<file path="config.mk">
export PLATFORM = sky130hd
export DESIGN_NAME = dsqe_back
export DESIGN_NICKNAME = d
export VERILOG_FILES = /design/src/dsqe_pkg.sv /design/src/dsqe_back.sv
export SDC_FILE = /design/constraint.sdc
export NUM_CORES = 1
export LEC_CHECK = 0
export BUFFER_PORTS_ARGS = -buffer_cell sky130_fd_sc_hd__buf_4
export CAP_MARGIN = 40
export CELL_PAD_IN_SITES_DETAIL_PLACEMENT = 1
export CELL_PAD_IN_SITES_GLOBAL_PLACEMENT = 1
export CORE_MARGIN = 4
export CORE_UTILIZATION = 40
export CTS_CLUSTER_DIAMETER = 60
export DETAILED_ROUTE_END_ITERATION = 10
export PLACE_DENSITY_LB_ADDON = 0.1
export SLEW_MARGIN = 30
export SYNTH_ARGS = -nofsm -noshare
export SYNTH_HDL_FRONTEND = slang
export SYNTH_SLANG_ARGS = --single-unit
</file>
<file path="constraint.sdc">
create_clock -name clk_i -period 10.35 [get_ports clk_i]
set_input_delay 2.07 -clock clk_i [delete_from_list [all_inputs] [get_ports clk_i]]
set_output_delay 2.07 -clock clk_i [all_outputs]
set_load 0.05 [all_outputs]
</file>
<file path="src/dsqe_pkg.sv">
// ----------------------------------------------------------------------------
// dsqe_pkg
// Shared widths, register indexes, state types and helpers of the
// double-sided quad expander.
// ----------------------------------------------------------------------------
package dsqe_pkg;

  localparam int CoordWidth = 24;
  localparam int CfgIdxW    = 3;
  localparam int CfgDataW   = 24;
  localparam int UvW        = 17;
  localparam int OffW       = 25;
  localparam int RxW        = 18;
  localparam int SqW        = 2 * CoordWidth;
  localparam int RadW       = 64;
  localparam int RootW      = 32;
  localparam int QuotW      = 18;
  localparam int DivW       = CoordWidth + 25;
  localparam int ProdW      = RxW + 25;
  localparam int SumW       = ((CoordWidth > OffW) ? CoordWidth : OffW) + 2;
  localparam int RootSteps  = RadW / 2;
  localparam int DivSteps   = QuotW;
  localparam int CntW       = 5;
  localparam int QueueDepth = 2;

  localparam logic [UvW-1:0]   OneQ16   = UvW'(65536);
  localparam logic [SqW-1:0]   MinLenSq = SqW'(7);
  localparam logic [RadW-1:0]  WideLim  = RadW'(1) << 47;

  typedef enum logic [CfgIdxW-1:0] {
    REG_ENABLE   = 3'd0,
    REG_WIDTH    = 3'd1,
    REG_HEIGHT   = 3'd2,
    REG_U_LEFT   = 3'd3,
    REG_U_RIGHT  = 3'd4
  } cfg_reg_e;

  typedef enum logic [2:0] {
    FE_IDLE, FE_SQR, FE_CHK, FE_ROOT, FE_DIVI, FE_DIV, FE_MUL, FE_OFF
  } fe_state_e;

  typedef struct packed {
    logic signed [CoordWidth-1:0] ox;
    logic signed [CoordWidth-1:0] oy;
    logic signed [CoordWidth-1:0] oz;
    logic signed [CoordWidth-1:0] nx;
    logic signed [CoordWidth-1:0] ny;
    logic signed [CoordWidth-1:0] nz;
    logic signed [OffW-1:0]       offx;
    logic signed [OffW-1:0]       offy;
    logic signed [OffW-1:0]       offz;
  } job_t;

  typedef struct packed {
    logic [UvW-1:0] u_left;
    logic [UvW-1:0] u_right;
  } uv_cfg_t;

  function automatic logic [CoordWidth-1:0] sat_coord(input logic signed [SumW-1:0] v);
    logic signed [SumW-1:0] hi;
    logic signed [SumW-1:0] lo;
    hi = SumW'((64'sd1 <<< (CoordWidth - 1)) - 64'sd1);
    lo = -hi - SumW'(1);
    if (v > hi) begin
      sat_coord = hi[CoordWidth-1:0];
    end else if (v < lo) begin
      sat_coord = lo[CoordWidth-1:0];
    end else begin
      sat_coord = v[CoordWidth-1:0];
    end
  endfunction

endpackage

</file>
<file path="src/dsqe_back.sv">
// ----------------------------------------------------------------------------
// dsqe_back
// Walks the eight vertices of each queued job, one per cycle while the
// receiver pops, into an output register.
// ----------------------------------------------------------------------------
module dsqe_back
  import dsqe_pkg::*;
(
  input  logic                         clk_i,
  input  logic                         rst_ni,
  input  dsqe_pkg::job_t               job_i,
  input  logic                         job_empty_i,
  output logic                         job_pop_o,
  input  dsqe_pkg::uv_cfg_t            uv_i,
  output logic                         empty,
  input  logic                         pop,
  output logic [CoordWidth-1:0]        vx_o,
  output logic [CoordWidth-1:0]        vy_o,
  output logic [CoordWidth-1:0]        vz_o,
  output logic [UvW-1:0]               u_o,
  output logic [UvW-1:0]               v_o,
  output logic                         back_o,
  output logic [1:0]                   corner_o,
  output logic                         last_o
);
  import dsqe_pkg::*;

  logic                   vld_q;
  logic [2:0]             k_q;
  logic                   adv;
  logic                   bk;
  logic [1:0]             c;
  logic                   sxneg, syneg;
  logic signed [SumW-1:0] sx, sy, sz;

  assign adv       = !job_empty_i && (!vld_q || pop);
  assign job_pop_o = adv && (k_q == 3'd7);
  assign empty     = !vld_q;

  always_comb begin
    bk    = k_q[2];
    c     = bk ? ~k_q[1:0] : k_q[1:0];
    sxneg = (c == 2'd0) || (c == 2'd3);
    syneg = !c[1];
    sx = SumW'(job_i.ox) + SumW'(job_i.nx) + (sxneg ? -SumW'(job_i.offx) : SumW'(job_i.offx));
    sy = SumW'(job_i.oy) + SumW'(job_i.ny) + (sxneg ? -SumW'(job_i.offy) : SumW'(job_i.offy));
    sz = SumW'(job_i.oz) + SumW'(job_i.nz) + (syneg ? -SumW'(job_i.offz) : SumW'(job_i.offz));
  end

  always_ff @(posedge clk_i or negedge rst_ni) begin
    if (!rst_ni) begin
      vld_q <= 1'b0;
      k_q   <= '0;
    end else begin
      if (adv) begin
        vld_q <= 1'b1;
        k_q   <= k_q + 3'd1;
      end else if (pop) begin
        vld_q <= 1'b0;
      end
    end
  end

  always_ff @(posedge clk_i) begin
    if (adv) begin
      vx_o     <= sat_coord(sx);
      vy_o     <= sat_coord(sy);
      vz_o     <= sat_coord(sz);
      // front face mirrors U
      u_o      <= (bk ^ sxneg) ? uv_i.u_right : uv_i.u_left;
      v_o      <= syneg ? OneQ16 : '0;
      back_o   <= bk;
      corner_o <= c;
      last_o   <= k_q == 3'd7;
    end
  end

  last_is_back_bl: assert property (@(posedge clk_i) disable iff (!rst_ni)
    vld_q && last_o |-> back_o && corner_o == 2'd0)
    else $error("last vertex is not the back bottom-left corner");
  pop_at_end: assert property (@(posedge clk_i) disable iff (!rst_ni)
    job_pop_o |-> k_q == 3'd7 && !job_empty_i)
    else $error("job dropped before all vertices sent");
  run_continues: assert property (@(posedge clk_i) disable iff (!rst_ni)
    vld_q && pop && !last_o |=> vld_q)
    else $error("gap inside a vertex run");

endmodule

</file>
Word-level counts from Yosys, hierarchy flattened
Index checks and enable logic that the tools add are counted.
- word-level logic and storage cells: 49
- register bits: 114
- reduce and logical (&&, ||, !) cells: 8
- equal/unequal tests: 2
- bitwise operators: 2
- magnitude comparators: 6
- add/subtract/negate cells: 10
- mux-type cells: 11
- operators with widths (cell ; count):
    adder 25 x 27 -> 27 bit ; 3
    greater-than comparator 27 x 24 -> 1 bit (second input constant) ; 3
    less-than comparator 27 x 24 -> 1 bit (second input constant) ; 3
    2-to-1 mux 27 bit ; 3
    negation 25 -> 27 bit ; 3
    adder 24 x 24 -> 25 bit ; 3
    2-to-1 mux 24 bit ; 3
    2-to-1 mux 17 bit ; 2
    adder 3 x 1 -> 3 bit (second input constant) ; 1
    == test 3 bit (second input constant) ; 1
    == test 2 bit (second input constant) ; 1
    logical AND 1 bit ; 2
    logical NOT 1 bit ; 2
    logical NOT 2 bit ; 1
    logical OR 1 bit ; 2
    2-to-1 mux 1 bit ; 2
    2-to-1 mux 2 bit ; 1
    NOT 2 bit ; 1
    nonzero test 2 bit ; 1
    XOR 1 bit ; 1

Longest topological paths before layout
- depth after elaboration: 8
- mapped depth: 21
- gate-level depth less buffers: 19

Worst setup path before layout
No wires, ideal clock.
- path kind: input-to-output
- start: in pop
- end: out job_pop_o
- arrival time: 7.671 ns
- path buffers: 0
- setup slack: 0.609 ns
- stages: 3
- cell sequence: inv_1 > a21oi_1 > and2_1
- longest elaborated chain between the ends: 3
- ends and longest elaborated chain (item ; RTL line ; text):
    from (decl) ; dsqe_back.sv:16 ; input logic pop,
    logical OR 1 bit ; dsqe_back.sv:36 ; assign adv = !job_empty_i && (!vld_q || pop);
    logical AND 1 bit ; dsqe_back.sv:36 ;
    named net adv ; dsqe_back.sv:30 ; logic adv;
    logical AND 1 bit ; dsqe_back.sv:37 ; assign job_pop_o = adv && (k_q == 3'd7);
    to (decl) ; dsqe_back.sv:13 ; output logic job_pop_o,
The timed path passes the listed nets, and every way through them passes these cells.

Worst setup path after layout
- start: in job_i[0] (netlist bit)
- end: reg vz_o[18], data pin
- longest elaborated chain between the ends: 5
- ends and longest elaborated chain (item ; RTL line ; text):
    from (decl) ; dsqe_back.sv:11 ; input dsqe_pkg::job_t job_i,
    negation 25 -> 27 bit ; dsqe_back.sv:47 ; sz = SumW'(job_i.oz) + SumW'(job_i.nz) + (syneg ? -SumW'(job_i.offz) : SumW'(job_i.offz));
    2-to-1 mux 27 bit (*) ; dsqe_back.sv:47 ;
    adder 25 x 27 -> 27 bit (*) ; dsqe_back.sv:47 ;
    less-than comparator 27 x 24 -> 1 bit ; dsqe_pkg.sv:66 ; end else if (v < lo) begin
    2-to-1 mux 24 bit ; dsqe_pkg.sv:66 ;
    to (signal assigned) ; dsqe_back.sv:68 ; vz_o <= sat_coord(sz);
    to (decl) ; dsqe_back.sv:19 ; output logic [CoordWidth-1:0] vz_o,
Mark *: on every way between the ends. The rest lies on a longest branch, timed or not.
A chain may end at the register's enable or synchronous reset.

==> parameters.txt <==
Parameter                              Value

Critical path
  Cell family with most CP delay ... compound AO/OA/AOI/OAI gates
  Buf+Inv Stages, Crit Path ... 4
  Startpoint kind of the worst setup timing path ... primary input
  Endpoint required time on the critical path ... 10430 ps
  Max FO, Critical Path ... 18
  Cell chain of the critical path ... buf_4 -> inv_1 -> ha_1 -> or3b_2 -> or4_1 -> o31ai_1 -> xnor2_1 -> fa_1 -> ha_1 -> nand2_1 -> o21ai_0 -> a21oi_1 -> o41ai_1 -> o211ai_1 -> o21a_1 -> buf_6 -> a21oi_2 -> buf_4 -> nor4_2
  Category of the critical setup timing path ... primary input to register
  WP data arrival ... 7990 ps
  Critical Path Slowest Stage Cell ... sky130_fd_sc_hd__o41ai_1
  Critical Path Max Stage Delay ... 690 ps
  Critical Path End Type ... register

Timing
  Final sum of negative setup slack ... 0 ps
  Max-slew violation total from the final report ... 0
  Final number of hold-violating endpoints ... 0
  Highest Clock Rate ... 126 MHz
  Fraction of the cycle the final worst path needs ... 0.764
  Worst-Margin Slew ... 918 ps
  Setup violators final ... 0
  Relative slew slack ... 0.388
  Time the final worst path needs with I/O delays and setup ... 7910 ps
  Unrepaired setup endpoints after global routing ... false
  Worst-case clock skew ... 10.4 ps

Logic synthesis
  Register bit count reported by yosys ... 98
  Dominant register cell in the synthesized netlist ... sky130_fd_sc_hd__edfxtp_1
  Cell area after technology mapping ... 0.0119 mm²
  Post-synthesis instance total ... 1254
  Post-synthesis async set-or-reset flop share ... 0.0408
  Number of flops mapped to enable cells by yosys ... 94
  Part of the Yosys area used for sequential elements ... 0.245
  Warning count from the yosys run ... 0
  Netlist cell types ... 78
  Synthesized area divided by synthesized cell count ... 9.51 µm²

Place
  Detailed-placement wirelength estimate ... 33.8 mm
  Number of port buffers ... 352
  Final estimated routing congestion in global placement ... 0.871

GRT
  Vias in the first global route ... 11982
  Total global routing overflow ... 0
  Number of antenna violations at the first check in global routing ... 0
  Total routing usage reported by global routing ... 0.240
  Maximum number of pins on one net before global-route repair ... 45
  Wire length of the first global-routing pass ... 63.9 mm

Floorplanning
  I/O pin count ... 369
  Die width ... 181 µm
  Die height ... 181 µm
  Placeable core region ... 0.0290 mm²
  Initial Utilization ... 0.411
  Area of the die ... 0.0326 mm²
  Row Count ... 62

Clock network
  Largest buffer count on any clock path ... 2
  Clock sinks ... 98
  CTS tree ... yes
  Clock network latency to the later pin of the worst-skew pair ... 360 ps
  CTS clk-pin slew, worst paths ... 70 ps
  Max H-tree Level ... 3
  Count of hold-fix buffers inserted at cts ... 0
  Number of resized instances in the post-cts repair step ... 0
  Root buffer cell ... sky130_fd_sc_hd__clkbuf_16
  Number of buffers inserted during clock tree synthesis ... 9
  Number of setup buffers added after CTS ... 0

Job
  Maximum Capacitance Violations ... 0

Outcome
  Result of the run ... finished, final reports clean

Route
  Via/cell ratio ... 5.66
  Via count ... 11183
  Initial DRC count ... 569
  Routed Antenna Nets ... 0
  TritonRoute pass-1 iters ... 5
  Routed WL per cell ... 20.3 µm
  Total length of routed wires ... 40.2 mm
  Number of design rule violations left after detail routing ... 0

Cells and area
  Antenna Diode Count ... 0
  Fill count ... 3422
  Layout cells sized above 1 ... 0.281
  Utilization of the core after routing ... 0.527
  Area overhead of the layout relative to synthesis ... 28.3%
  Final Net Count ... 2008

Hold path
  Type of the worst min-delay path ... register to register
[sequential cells by signal, indices dropped and copies added, names as in the netlist, 2 cells and up]
signal	flops
vy_o	24
u_o	17
corner_o	2
vz_o	24
vx_o	24
k_q	3
[final timing paths]
| path | from | to | slack [ps] | cells past startpoint |
|---|---|---|---|---|
| max in group asynchronous | rst_ni | k_q[2]$_DFFE_PN0P_ | 8760 | 1 |
| max | job_i[0] | vz_o[18]$_SDFFCE_PN1P_ | 2440 | 19 |
| min in group asynchronous | rst_ni | k_q[1]$_DFFE_PN0P_ | 1480 | 1 |
| min reg2reg | k_q[0]$_DFFE_PN0P_ | k_q[0]$_DFFE_PN0P_ | 520 | 1 |
| max reg2reg | k_q[2]$_DFFE_PN0P_ | vz_o[18]$_SDFFCE_PN1P_ | 4390 | 16 |
| min | k_q[0]$_DFFE_PN0P_ | k_q[0]$_DFFE_PN0P_ | 520 | 1 |
[cell usage in the layout (no fill, tap or decap), drive strengths merged, types with 10 or more instances in the layout]
| cell type | Yosys | routed |
|---|---|---|
| nand3 | 14 | 14 |
| buf | 30 | 370 |
| ha | 83 | 83 |
| fa | 81 | 81 |
| clkbuf | 34 | 10 |
| nand2 | 61 | 61 |
| xnor2 | 64 | 64 |
| o21a | 13 | 13 |
| o21ai | 45 | 45 |
| inv | 68 | 70 |
| xor2 | 69 | 69 |
| a21o | 52 | 52 |
| nor4 | 63 | 63 |
| a211oi | 13 | 13 |
| nor2 | 76 | 76 |
| a31oi | 13 | 13 |
| o211ai | 15 | 15 |
| a22oi | 25 | 25 |
| and2 | 10 | 10 |
| and3 | 14 | 14 |
| nand4 | 14 | 14 |
| nor3 | 31 | 31 |
| conb | 1 | 16 |
| mux2 | 22 | 22 |
| o21bai | 10 | 10 |
| a21oi | 127 | 127 |
| edfxtp | 94 | 94 |
[logic make-up (layout without fill, tap and decap cells)]
family,count (synthesis),in the layout,synth area share
xor gates and xnor gates,133,133,0.0977
adders and majority gates,164,164,0.223
other,1,16,0.000315
muxes,24,24,0.0225
AOI/OAI and AO/OA,371,371,0.206
and+or+nand+nor,331,331,0.155
DFF,98,98,0.245
buffers and inverters,132,455,0.0503
[cell type report]
cell class,instances,area [µm²],area share
clock buffers,9,225,0.0147
clock inverters,7,66.3,0.00434
inverters,68,255,0.0167
multi-input cells,1039,8520,0.557
flip-flops and latches,98,2920,0.191
well taps,384,480,0.0314
repair buffers,371,2830,0.185
[stage by stage]
stage	hold slack (ps)	setup WS [ps]	area [µm²]	std cells
after floorplan	486	609	12000	1269
after CTS	533	2370	15300	1972
final	521	2440	15300	1976
after global placement	516	2190	14900	1952
after global routing	558	2100	15300	1976
after detailed placement	515	2010	15000	1956
[per-layer routing]
metal	part of all wire	routed length, µm	vias up	track usage
li1	-	-	5315	-
met1	0.41	16600	5463	0.298
met2	0.51	20300	356	0.427
met3	0.056	2260	49	0.0478
met4	0.023	941	0	0.0605
met5	0	0	-	0
[cells in the mapped netlist (all sizes together), types with 31 or more instances]
cell type	n	share of area
ha	83	0.087
a21o	52	0.033
a21oi	127	0.055
clkbuf	34	0.011
fa	81	0.14
xnor2	64	0.047
inv	68	0.021
nand2	61	0.019
edfxtp	94	0.24
xor2	69	0.051
nor3	31	0.013
nor2	76	0.024
o21ai	45	0.019
nor4	63	0.044
Power is not shown: default switching activity piles up to over one toggle a cycle in this logic, so the estimate is an artifact.
