File: src/dsqe_pkg.sv
// ----------------------------------------------------------------------------
// dsqe_pkg
// Shared widths, register indexes, state types and helpers of the
// double-sided quad expander.
// ----------------------------------------------------------------------------
package dsqe_pkg;

  localparam int CoordWidth = 24;
  localparam int CfgIdxW    = 3;
  localparam int CfgDataW   = 24;
  localparam int UvW        = 17;
  localparam int OffW       = 25;
  localparam int RxW        = 18;
  localparam int SqW        = 2 * CoordWidth;
  localparam int RadW       = 64;
  localparam int RootW      = 32;
  localparam int QuotW      = 18;
  localparam int DivW       = CoordWidth + 25;
  localparam int ProdW      = RxW + 25;
  localparam int SumW       = ((CoordWidth > OffW) ? CoordWidth : OffW) + 2;
  localparam int RootSteps  = RadW / 2;
  localparam int DivSteps   = QuotW;
  localparam int CntW       = 5;
  localparam int QueueDepth = 2;

  localparam logic [UvW-1:0]   OneQ16   = UvW'(65536);
  localparam logic [SqW-1:0]   MinLenSq = SqW'(7);
  localparam logic [RadW-1:0]  WideLim  = RadW'(1) << 47;

  typedef enum logic [CfgIdxW-1:0] {
    REG_ENABLE   = 3'd0,
    REG_WIDTH    = 3'd1,
    REG_HEIGHT   = 3'd2,
    REG_U_LEFT   = 3'd3,
    REG_U_RIGHT  = 3'd4
  } cfg_reg_e;

  typedef enum logic [2:0] {
    FE_IDLE, FE_SQR, FE_CHK, FE_ROOT, FE_DIVI, FE_DIV, FE_MUL, FE_OFF
  } fe_state_e;

  typedef struct packed {
    logic signed [CoordWidth-1:0] ox;
    logic signed [CoordWidth-1:0] oy;
    logic signed [CoordWidth-1:0] oz;
    logic signed [CoordWidth-1:0] nx;
    logic signed [CoordWidth-1:0] ny;
    logic signed [CoordWidth-1:0] nz;
    logic signed [OffW-1:0]       offx;
    logic signed [OffW-1:0]       offy;
    logic signed [OffW-1:0]       offz;
  } job_t;

  typedef struct packed {
    logic [UvW-1:0] u_left;
    logic [UvW-1:0] u_right;
  } uv_cfg_t;

  function automatic logic [CoordWidth-1:0] sat_coord(input logic signed [SumW-1:0] v);
    logic signed [SumW-1:0] hi;
    logic signed [SumW-1:0] lo;
    hi = SumW'((64'sd1 <<< (CoordWidth - 1)) - 64'sd1);
    lo = -hi - SumW'(1);
    if (v > hi) begin
      sat_coord = hi[CoordWidth-1:0];
    end else if (v < lo) begin
      sat_coord = lo[CoordWidth-1:0];
    end else begin
      sat_coord = v[CoordWidth-1:0];
    end
  endfunction

endpackage

File: src/dsqe_queue.sv
// ----------------------------------------------------------------------------
// dsqe_queue
// Short job queue between the front and the vertex generator.
// ----------------------------------------------------------------------------
module dsqe_queue
  import dsqe_pkg::*;
(
  input  logic           clk_i,
  input  logic           rst_ni,
  input  logic           push_i,
  input  dsqe_pkg::job_t wdata_i,
  output logic           full_o,
  input  logic           pop_i,
  output dsqe_pkg::job_t rdata_o,
  output logic           empty_o
);
  import dsqe_pkg::*;

  localparam int PtrW = $clog2(QueueDepth);

  job_t             mem_q [QueueDepth];
  logic [PtrW-1:0]  wp_q, rp_q;
  logic [PtrW:0]    cnt_q;

  assign full_o  = cnt_q == (PtrW+1)'(QueueDepth);
  assign empty_o = cnt_q == '0;
  assign rdata_o = mem_q[rp_q];

  always_ff @(posedge clk_i or negedge rst_ni) begin
    if (!rst_ni) begin
      wp_q  <= '0;
      rp_q  <= '0;
      cnt_q <= '0;
    end else begin
      if (push_i) wp_q <= wp_q + PtrW'(1);
      if (pop_i)  rp_q <= rp_q + PtrW'(1);
      cnt_q <= cnt_q + (PtrW+1)'(push_i) - (PtrW+1)'(pop_i);
    end
  end

  always_ff @(posedge clk_i) begin
    if (push_i) mem_q[wp_q] <= wdata_i;
  end

  no_overflow: assert property (@(posedge clk_i) disable iff (!rst_ni)
    full_o |-> !push_i)
    else $error("job queue overflow");
  no_underflow: assert property (@(posedge clk_i) disable iff (!rst_ni)
    empty_o |-> !pop_i)
    else $error("job queue underflow");
  count_bound: assert property (@(posedge clk_i) disable iff (!rst_ni)
    cnt_q <= (PtrW+1)'(QueueDepth))
    else $error("job queue count out of range");

endmodule

File: config.mk
export PLATFORM = sky130hd
export DESIGN_NAME = dsqe_queue
export DESIGN_NICKNAME = d
export VERILOG_FILES = /design/src/dsqe_pkg.sv /design/src/dsqe_queue.sv
export SDC_FILE = /design/constraint.sdc
export NUM_CORES = 1
export LEC_CHECK = 0
export BUFFER_PORTS_ARGS = -buffer_cell sky130_fd_sc_hd__buf_2
export CORE_MARGIN = 10
export CORE_UTILIZATION = 56
export CTS_CLUSTER_SIZE = 30
export DETAILED_ROUTE_END_ITERATION = 6
export PLACE_DENSITY = 0.85
export RECOVER_POWER = 50
export SYNTH_ARGS = -nofsm -noshare
export SYNTH_HDL_FRONTEND = slang
export SYNTH_SLANG_ARGS = --single-unit
File: constraint.sdc
create_clock -name clk_i -period 18.7 [get_ports clk_i]
set_clock_uncertainty 0.1 [all_clocks]
set_input_delay 2.805 -clock clk_i [delete_from_list [all_inputs] [get_ports clk_i]]
set_output_delay 2.805 -clock clk_i [all_outputs]
set_load 0.1 [all_outputs]
## Word-level counts from Yosys, hierarchy flattened

Memory sizes are Yosys's and may differ from the RTL's.
Index checks and enable logic that the tools add are counted.

| word-level totals | value |
|---|---|
| RAM bits | 438 |
| memories kept | 1 |
| bits in registers | 4 |
| input port bits | 223 |
| output and inout bits | 221 |
| logic and storage cells | 12 |

| cells by class | value |
|---|---|
| multiplexer cells | 2 |
| reductions and logical operators | 1 |
| equal/unequal tests | 1 |
| add/subtract/negate cells | 4 |

Memories:

| name | words | width | read ports | clocked after memory_dff | write ports | RTL line | RTL |
|---|---|---|---|---|---|---|---|
| mem_q | 2 | 219 | 1 | 0 | 1 | dsqe_queue.sv:21 | `job_t mem_q [QueueDepth];` |

Operators with widths:

| operator | number |
|---|---|
| $add A1 B1 Y1 const B | 2 |
| $add A2 B1 Y2 | 1 |
| $eq A2 B2 Y1 const B | 1 |
| $logic_not A2 Y1 | 1 |
| $mux W1 | 2 |
| $sub A2 B1 Y2 | 1 |

## Depth between registers and ports, before layout

Gate-level depths: netlist (run 1).

| depth | value |
|---|---|
| depth in word-level cells | 2 |
| gate-level depth with buffers | 5 |
| mapped depth without buffers | 5 |

## Least setup slack after synthesis (run 1)

Ideal clock, no wire load.

| path | value |
|---|---|
| path type | input-to-reg |
| from | in push_i |
| to | mem mem_q[0][0] (netlist name), enable pin |
| library setup time | 0.828 ns |
| arrival time | 12.240 ns |
| data required time | 17.772 ns |
| path slack | 5.531 ns |
| buffers on the path | 0 |
| stages on the path | 1 |
| cell sequence | nor2b_1 |

| between the ends | value |
|---|---|
| word-level cells in the longest chain between the ends | 2 |

RTL lines:

| item | RTL line | RTL |
|---|---|---|
| from (decl) | dsqe_queue.sv:10 | `input logic push_i,` |
| $mux W1 | dsqe_queue.sv:42 | `if (push_i) mem_q[wp_q] <= wdata_i;` |
| $mux W1 (implied by the code) | dsqe_queue.sv:42 |  |
| to (decl) | dsqe_queue.sv:21 |  |

Every way passes these cells.

## Worst setup path in the final report (run 1)

| path | value |
|---|---|
| from | in push_i |
| to | mem mem_q[1][120] (netlist name), enable pin |

Same word-level chain as after synthesis.

==> results of run 1 <==
cell type report:
type	count	area, sq um	share of cell area
multi-input combinational	228	2550	0.129
inverter	2	7.51	0.000378
tap	378	473	0.0238
sequential	442	13300	0.668
timing repair buffer	450	2130	0.107
antenna	10	25.0	0.00126
clock inverter	21	198	0.00996
clock buffer	55	1200	0.0607
metrics by stage:
stage	setup WS [ns]	cell area, sq um	util
global placement	12.92	18600	0.661
CTS	12.46	20000	0.711
global route	10.02	19800	0.706
floorplan	5.53	16100	-
detailed placement	12.88	18600	0.661
finish	10.62	19800	0.707
cells by family (layout without fill, tap and decap cells):
group	count (synthesis)	in the layout	share of synthesized area
DFF	442	442	0.825
and+or+nand+nor	4	4	0.00140
other	0	10	0
muxes	219	219	0.153
buffers and inverters	26	528	0.0165
xor gates and xnor gates	3	3	0.00257
adders and majority gates	2	2	0.00156
final timing paths:
path | to | start | cells past startpoint | slack [ns]
setup / recovery | mem_q[1][120]$_DFFE_PP_ | push_i | 3 | 10.62
hold / removal | wp_q$_DFFE_PN0P_ | wp_q$_DFFE_PN0P_ | 1 | 0.40
setup reg to reg | mem_q[1][120]$_DFFE_PP_ | wp_q$_DFFE_PN0P_ | 2 | 12.69
hold reg to reg | wp_q$_DFFE_PN0P_ | wp_q$_DFFE_PN0P_ | 1 | 0.40
max in group asynchronous | rp_q$_DFFE_PN0P_ | rst_ni | 1 | 16.26
min in group asynchronous | wp_q$_DFFE_PN0P_ | rst_ni | 1 | 2.02
cells in the mapped netlist (all sizes together):
| cell | n |
|---|---|
| nor2b | 2 |
| inv | 2 |
| dfrtp | 4 |
| xor2 | 2 |
| mux2 | 219 |
| xor3 | 1 |
| edfxtp | 438 |
| buf | 24 |
| ha | 2 |
| and2 | 1 |
| nor2 | 1 |
registers in the layout, summed over array words and instances, names as in the netlist:
name,flops
rp_q,1
cnt_q,2
mem_q,438
wp_q,1
routing by layer:
metal	vias up	track usage	wire length [microns]
li1	3742	-	-
met3	67	0.0786	4070
met1	4207	0.219	13000
met5	-	0	27
met4	4	0.0617	1000
met2	408	0.354	19600
worst max-delay path, stage by stage:
cell and delay [ns]:
clkbuf_1 0.15, and2_0 3.78, buf_4 1.22
==> metrics.md, run 1 <==
| Metric | Value |
|---|---|
| Initial Util | 0.572 |
| Clock root buffer | clkbuf_16 |
| Cell Count, Final, Fillers Out | 1586 |
| Final setup violation count | 0 |
| Site Rows | between 60 and 70 |
| TritonCTS Sinks | around 440 |
| Max-slew violation count | 112 |
| Syn-to-layout area delta | 23.5% |
| Post-Synthesis Cells | 696 |
| Routed WL per cell | ~24 microns |
| Critical Path End Type | flip-flop |
| Die X | 189 microns |
| RSZ-0062 raised after global routing | no |
| Hpwl dp | roughly 26000 microns |
| # placed instances | 1500 |
| Average size of a mapped cell | 23.1 sq um |
| Final WL | 37700 microns |
| Routability Congestion | 0.783 |
| Hold_buf cts | 0 |
| Post-CTS Setup Bufs | 0 |
| Grt ovf | 0 |
| Worst hold path type | flip-flop to flip-flop |
| Vias in the first global route | 9057 |
| Die Height | approximately 190 microns |
| Tmin final | 8.08 ns |
| Fmax | 124 MHz |
| Fin Setup TNS | 0 ns |
| Post-synthesis sequential area ratio | 0.825 |
| Post-synthesis register bit count | 442 |
| H-tree Lvls | 2 |
| Largest area contributor in the netlist | edfxtp_1 |
| Hold_ws | 0.397 ns |
| CTS Buffer Depth | 3 |
| Initial antenna violation count | 11 |
| Data required time of the worst path | 18.73 ns |
| TritonRoute pass-1 iters | 4 |
| Initial detailed-routing violation count | about 590 |
| Crit share post-route | 0.432 |
| Max cap viols | 2 |
| Largest net degree at the start of global routing | 81 |
| Startpoint types | input port |
| Commonest non-fill, non-tap cell in the layout | edfxtp_1 |
| Fin nets | ~1400 |
| Mapped Nets | 921 |
| Hold Fails Final Rpt | 0 |
| Arrival time worst endpoint | just over 8 ns |
| Layout cells sized above 1 | 0.513 |
| Clock latency on the worst-skew pair | 0.51 ns |
| Cts repair resizes | 0 |
| Mapped Area | 16100 sq um |
| Total GRT Usage | 0.201 |
| Die area | 35900 sq um |
| Most frequent cells in the layout | edfxtp_1 (438), buf_2 (329), mux2_2 (219) |
| Boundary Pins | 444 |
| Worst-path fanout max | 79 |
| Top cell type's share of synthesized area | 0.818 |
| Routed Antenna Nets | 0 |
| Vias/cell | approximately 5.3 |
| Num CTS Buffers | 44 |
| Failing checks | max-capacitance violations, max-slew violations |
| Placeable core region | ~28000 sq um |
| Synth cell types | 12 |
| First-pass GRT wire length | 54800 microns |
| Status | finished, violations left |
| DRC viols | 0 |
| Ys Warns | 0 |
| Layout fillers | 1795 |
| Slew @ Worst Pin | 5.33 ns |
| Slew HR | -2.55 |
| CTS tree | done |
| Clock slew at reported path FFs | roughly 0.060 ns |
| Synth area leaders | edfxtp_1 (82%), mux2_2 (15%), buf_6 (1.5%) |
| Vias | 8428 |
| Setup CP Type | input port to flip-flop |
| Buffers on Ports | 443 |
Power of run 1 is left out: the tool's default activity adds up to more than one toggle a clock period on the data nets, which glitch-free logic cannot reach.
==> run 2, diff against run 1 <==
- ABC_AREA: not set -> 1
- CORE_UTILIZATION: 56 -> 47
- PLACE_DENSITY: 0.85 -> 0.75
- clock period: 18.7 -> 6.8 ns (I/O delays scaled with it)
==> metrics.md, run 2 <==
| Metric | Value |
|---|---|
| Status | finished, violations left (unchanged) |
| Failing checks | max-capacitance violations, max-slew violations (unchanged) |
| Crit share post-route | 0.711 |
| Register with the most flip-flops | mem_q (unchanged) |
| Synth area leaders | edfxtp_1 (79%), inv_1 (5.1%), nand2_1 (5.1%) (was edfxtp_1 (82%), mux2_2 (15%), buf_6 (1.5%)) |
| Average size of a mapped cell | 14.2 sq um (was 23.1 sq um) |
| Routed Antenna Nets | 0 (unchanged) |
| Fmax | 207 MHz |
| Syn-to-layout area delta | 22.1% (was 23.5%) |
| Routed WL per cell | 18.2 microns (was 23.7 microns) |
| Vias in the first global route | 10326 (was 9057) |
| Die X | 208 microns (was 189 microns) |
| Initial detailed-routing violation count | 638 (was 592) |
| Boundary Pins | 444 (unchanged) |
| Die area | 43200 sq um (was 35900 sq um) |
| Layout fillers | 2774 (was 1795) |
| Post-synthesis sequential area ratio | 0.799 (was 0.825) |
| H-tree Lvls | 2 (unchanged) |
| Placeable core region | 34700 sq um (was 28100 sq um) |
| Most frequent cell after synthesis | edfxtp_1 (unchanged) |
| Top post-synthesis cells by count | edfxtp_1 (438), inv_1 (226), nand2_1 (225) (was edfxtp_1 (438), mux2_2 (219), buf_6 (22)) |
| TritonRoute pass-1 iters | 5 (was 4) |
| Fin Setup TNS | 0 ns (unchanged) |
| Grt ovf | 0 (unchanged) |
| Die Height | 208 microns (was 189 microns) |
| Largest area contributor in the netlist | edfxtp_1 (unchanged) |
| Fin nets | 1838 (was 1393) |
| Routability Congestion | 0.820 (was 0.783) |
| Max cap viols | 1 (was 2) |
| Layout cells sized above 1 | 0.249 (was 0.513) |
| R2r worst-path depth | 3 (was 2) |
| Top cell type's share of synthesized area | 0.793 (was 0.818) |
| Site Rows | 68 (was 61) |
| Vias | 10182 (was 8428) |
| Ys Warns | 0 (unchanged) |
| Mapped Area | 16600 sq um (was 16100 sq um) |
| Worst hold path type | input port to async pin (was flip-flop to flip-flop) |
| DRC viols | 0 (unchanged) |
| Final WL | 38400 microns (was 37700 microns) |
| Vias/cell | 4.84 (was 5.31) |
| CTS tree | done (unchanged) |
| Post-synth EDFFs | 438 (unchanged) |
| CTS Buffer Depth | 3 (unchanged) |
| Slew @ Worst Pin | 4.04 ns (was 5.33 ns) |
| Slew HR | -1.69 (was -2.55) |
| Post-CTS Setup Bufs | 0 (unchanged) |
| RSZ-0062 raised after global routing | no (unchanged) |
| Post-Synthesis Cells | 1169 (was 696) |
| Multi-input logic area | 2040 sq um (was 2550 sq um) |
| Synth cell types | 15 (was 12) |
| Worst r2r src | wp_q$_DFFE_PN0P_ (unchanged) |
| Startpoint types | input port (unchanged) |
| Arrival time worst endpoint | 4.90 ns (was 8.11 ns) |
| Buffers on Ports | 443 (unchanged) |
| R2r endpoint | mem_q[1][14]$_DFFE_PP_ (was mem_q[1][120]$_DFFE_PP_) |
| Post-synth top flop | edfxtp_1 (unchanged) |
| Post-synth ARST share | 0.00905 (unchanged) |
| Setup CP Type | input port to flip-flop (unchanged) |
| Initial Util | 0.478 (was 0.572) |
| FF+latch area | 13300 sq um (about the same) |
| Setup WS post-layout | 1.97 ns (was 10.62 ns) |
| Clock slew at reported path FFs | 0.06 ns (about the same) |
| Critical Path End Type | flip-flop (unchanged) |
| Max-slew violation count | 99 (was 112) |
| Commonest non-fill, non-tap cell in the layout | edfxtp_1 (unchanged) |
| Hpwl dp | 26800 microns (was 25700 microns) |
| Initial antenna violation count | 10 (was 11) |
| Final setup violation count | 0 (unchanged) |
| Dpl ws | 3.39 ns (was 12.88 ns) |
| Hold_buf cts | 0 (unchanged) |
| Clock latency on the worst-skew pair | 0.55 ns (was 0.51 ns) |
| Clock root buffer | clkbuf_16 (unchanged) |
| Most frequent cells in the layout | edfxtp_1 (438), buf_2 (339), inv_1 (226) (was edfxtp_1 (438), buf_2 (329), mux2_2 (219)) |
| Worst-path fanout max | 121 (was 79) |
| Reg2Reg Setup Slack | 2.25 ns (was 12.69 ns) |
| Hold Fails Final Rpt | 0 (unchanged) |
| Num CTS Buffers | 43 (was 44) |
| Tmin final | 4.83 ns |
| Max reg flops | 438 (unchanged) |
| Top flop regs | mem_q (438), cnt_q (2) (unchanged) |
| Cts repair resizes | 0 (unchanged) |
| TritonCTS Sinks | 442 (unchanged) |
| Total GRT Usage | 0.170 (was 0.201) |
| Largest net degree at the start of global routing | 231 (was 81) |
| Post-synthesis register bit count | 442 (unchanged) |
| Data required time of the worst path | 6.87 ns (was 18.73 ns) |
| Mapped Nets | 1394 (was 921) |
| First-pass GRT wire length | 57700 microns (was 54800 microns) |
-- run 2: per-layer routing --
layer / vias to the layer above / global-route usage / wire length (microns)
met5: - / 0 / 69
met3: 98 / 0.0635 / 3560
li1: 4865 / - / -
met2: 433 / 0.284 / 18900
met4: 10 / 0.0817 / 1490
met1: 4776 / 0.190 / 14400
-- run 2: cells by family after synthesis --
family,share of synthesized area
AO/OA/AOI/OAI,0.0684
XOR/XNOR,0.00106
adder cells (fa/ha/maj),0.00151
buffers and inverters,0.0779
flip-flops,0.799
AND/OR/NAND/NOR,0.0519
-- run 2: how the worst max path moves through the flow --
stage,from,end,depth (start not counted)
after floorplan,push_i,mem_q[1][0]$_DFFE_PP_,2
after global placement,push_i,mem_q[0][58]$_DFFE_PP_,5
after detailed placement,push_i,mem_q[0][199]$_DFFE_PP_,5
after CTS,rp_q$_DFFE_PN0P_,rdata_o[75],4
after global routing,push_i,mem_q[1][94]$_DFFE_PP_,4
final,push_i,mem_q[1][14]$_DFFE_PP_,4
-- run 2: metrics by stage --
stage               utilization  hold WS [ns]  instance area (sq um)  std cells
floorplan                     -         0.415                  16600       1169
global placement          0.548         0.430                  19000       2023
detailed placement        0.548         0.449                  19000       2023
CTS                       0.587         0.132                  20400       2099
global route              0.583         0.194                  20200       2103
finish                    0.583         0.209                  20300       2105
-- run 2: cell type report --
class                      count  area share
multi-input combinational    452       0.101
inverter                     226      0.0419
tap                          455      0.0281
timing repair buffer         448       0.107
clock inverter                25      0.0103
antenna                        6    0.000741
sequential                   442       0.654
clock buffer                  51      0.0567
-- run 2: critical path, cell delays in order --
cell	delay, ns
clkbuf_1	0.18
nand2_1	0.09
inv_1	2.79
buf_12	0.46
Power of run 2 is left out for the same reason.
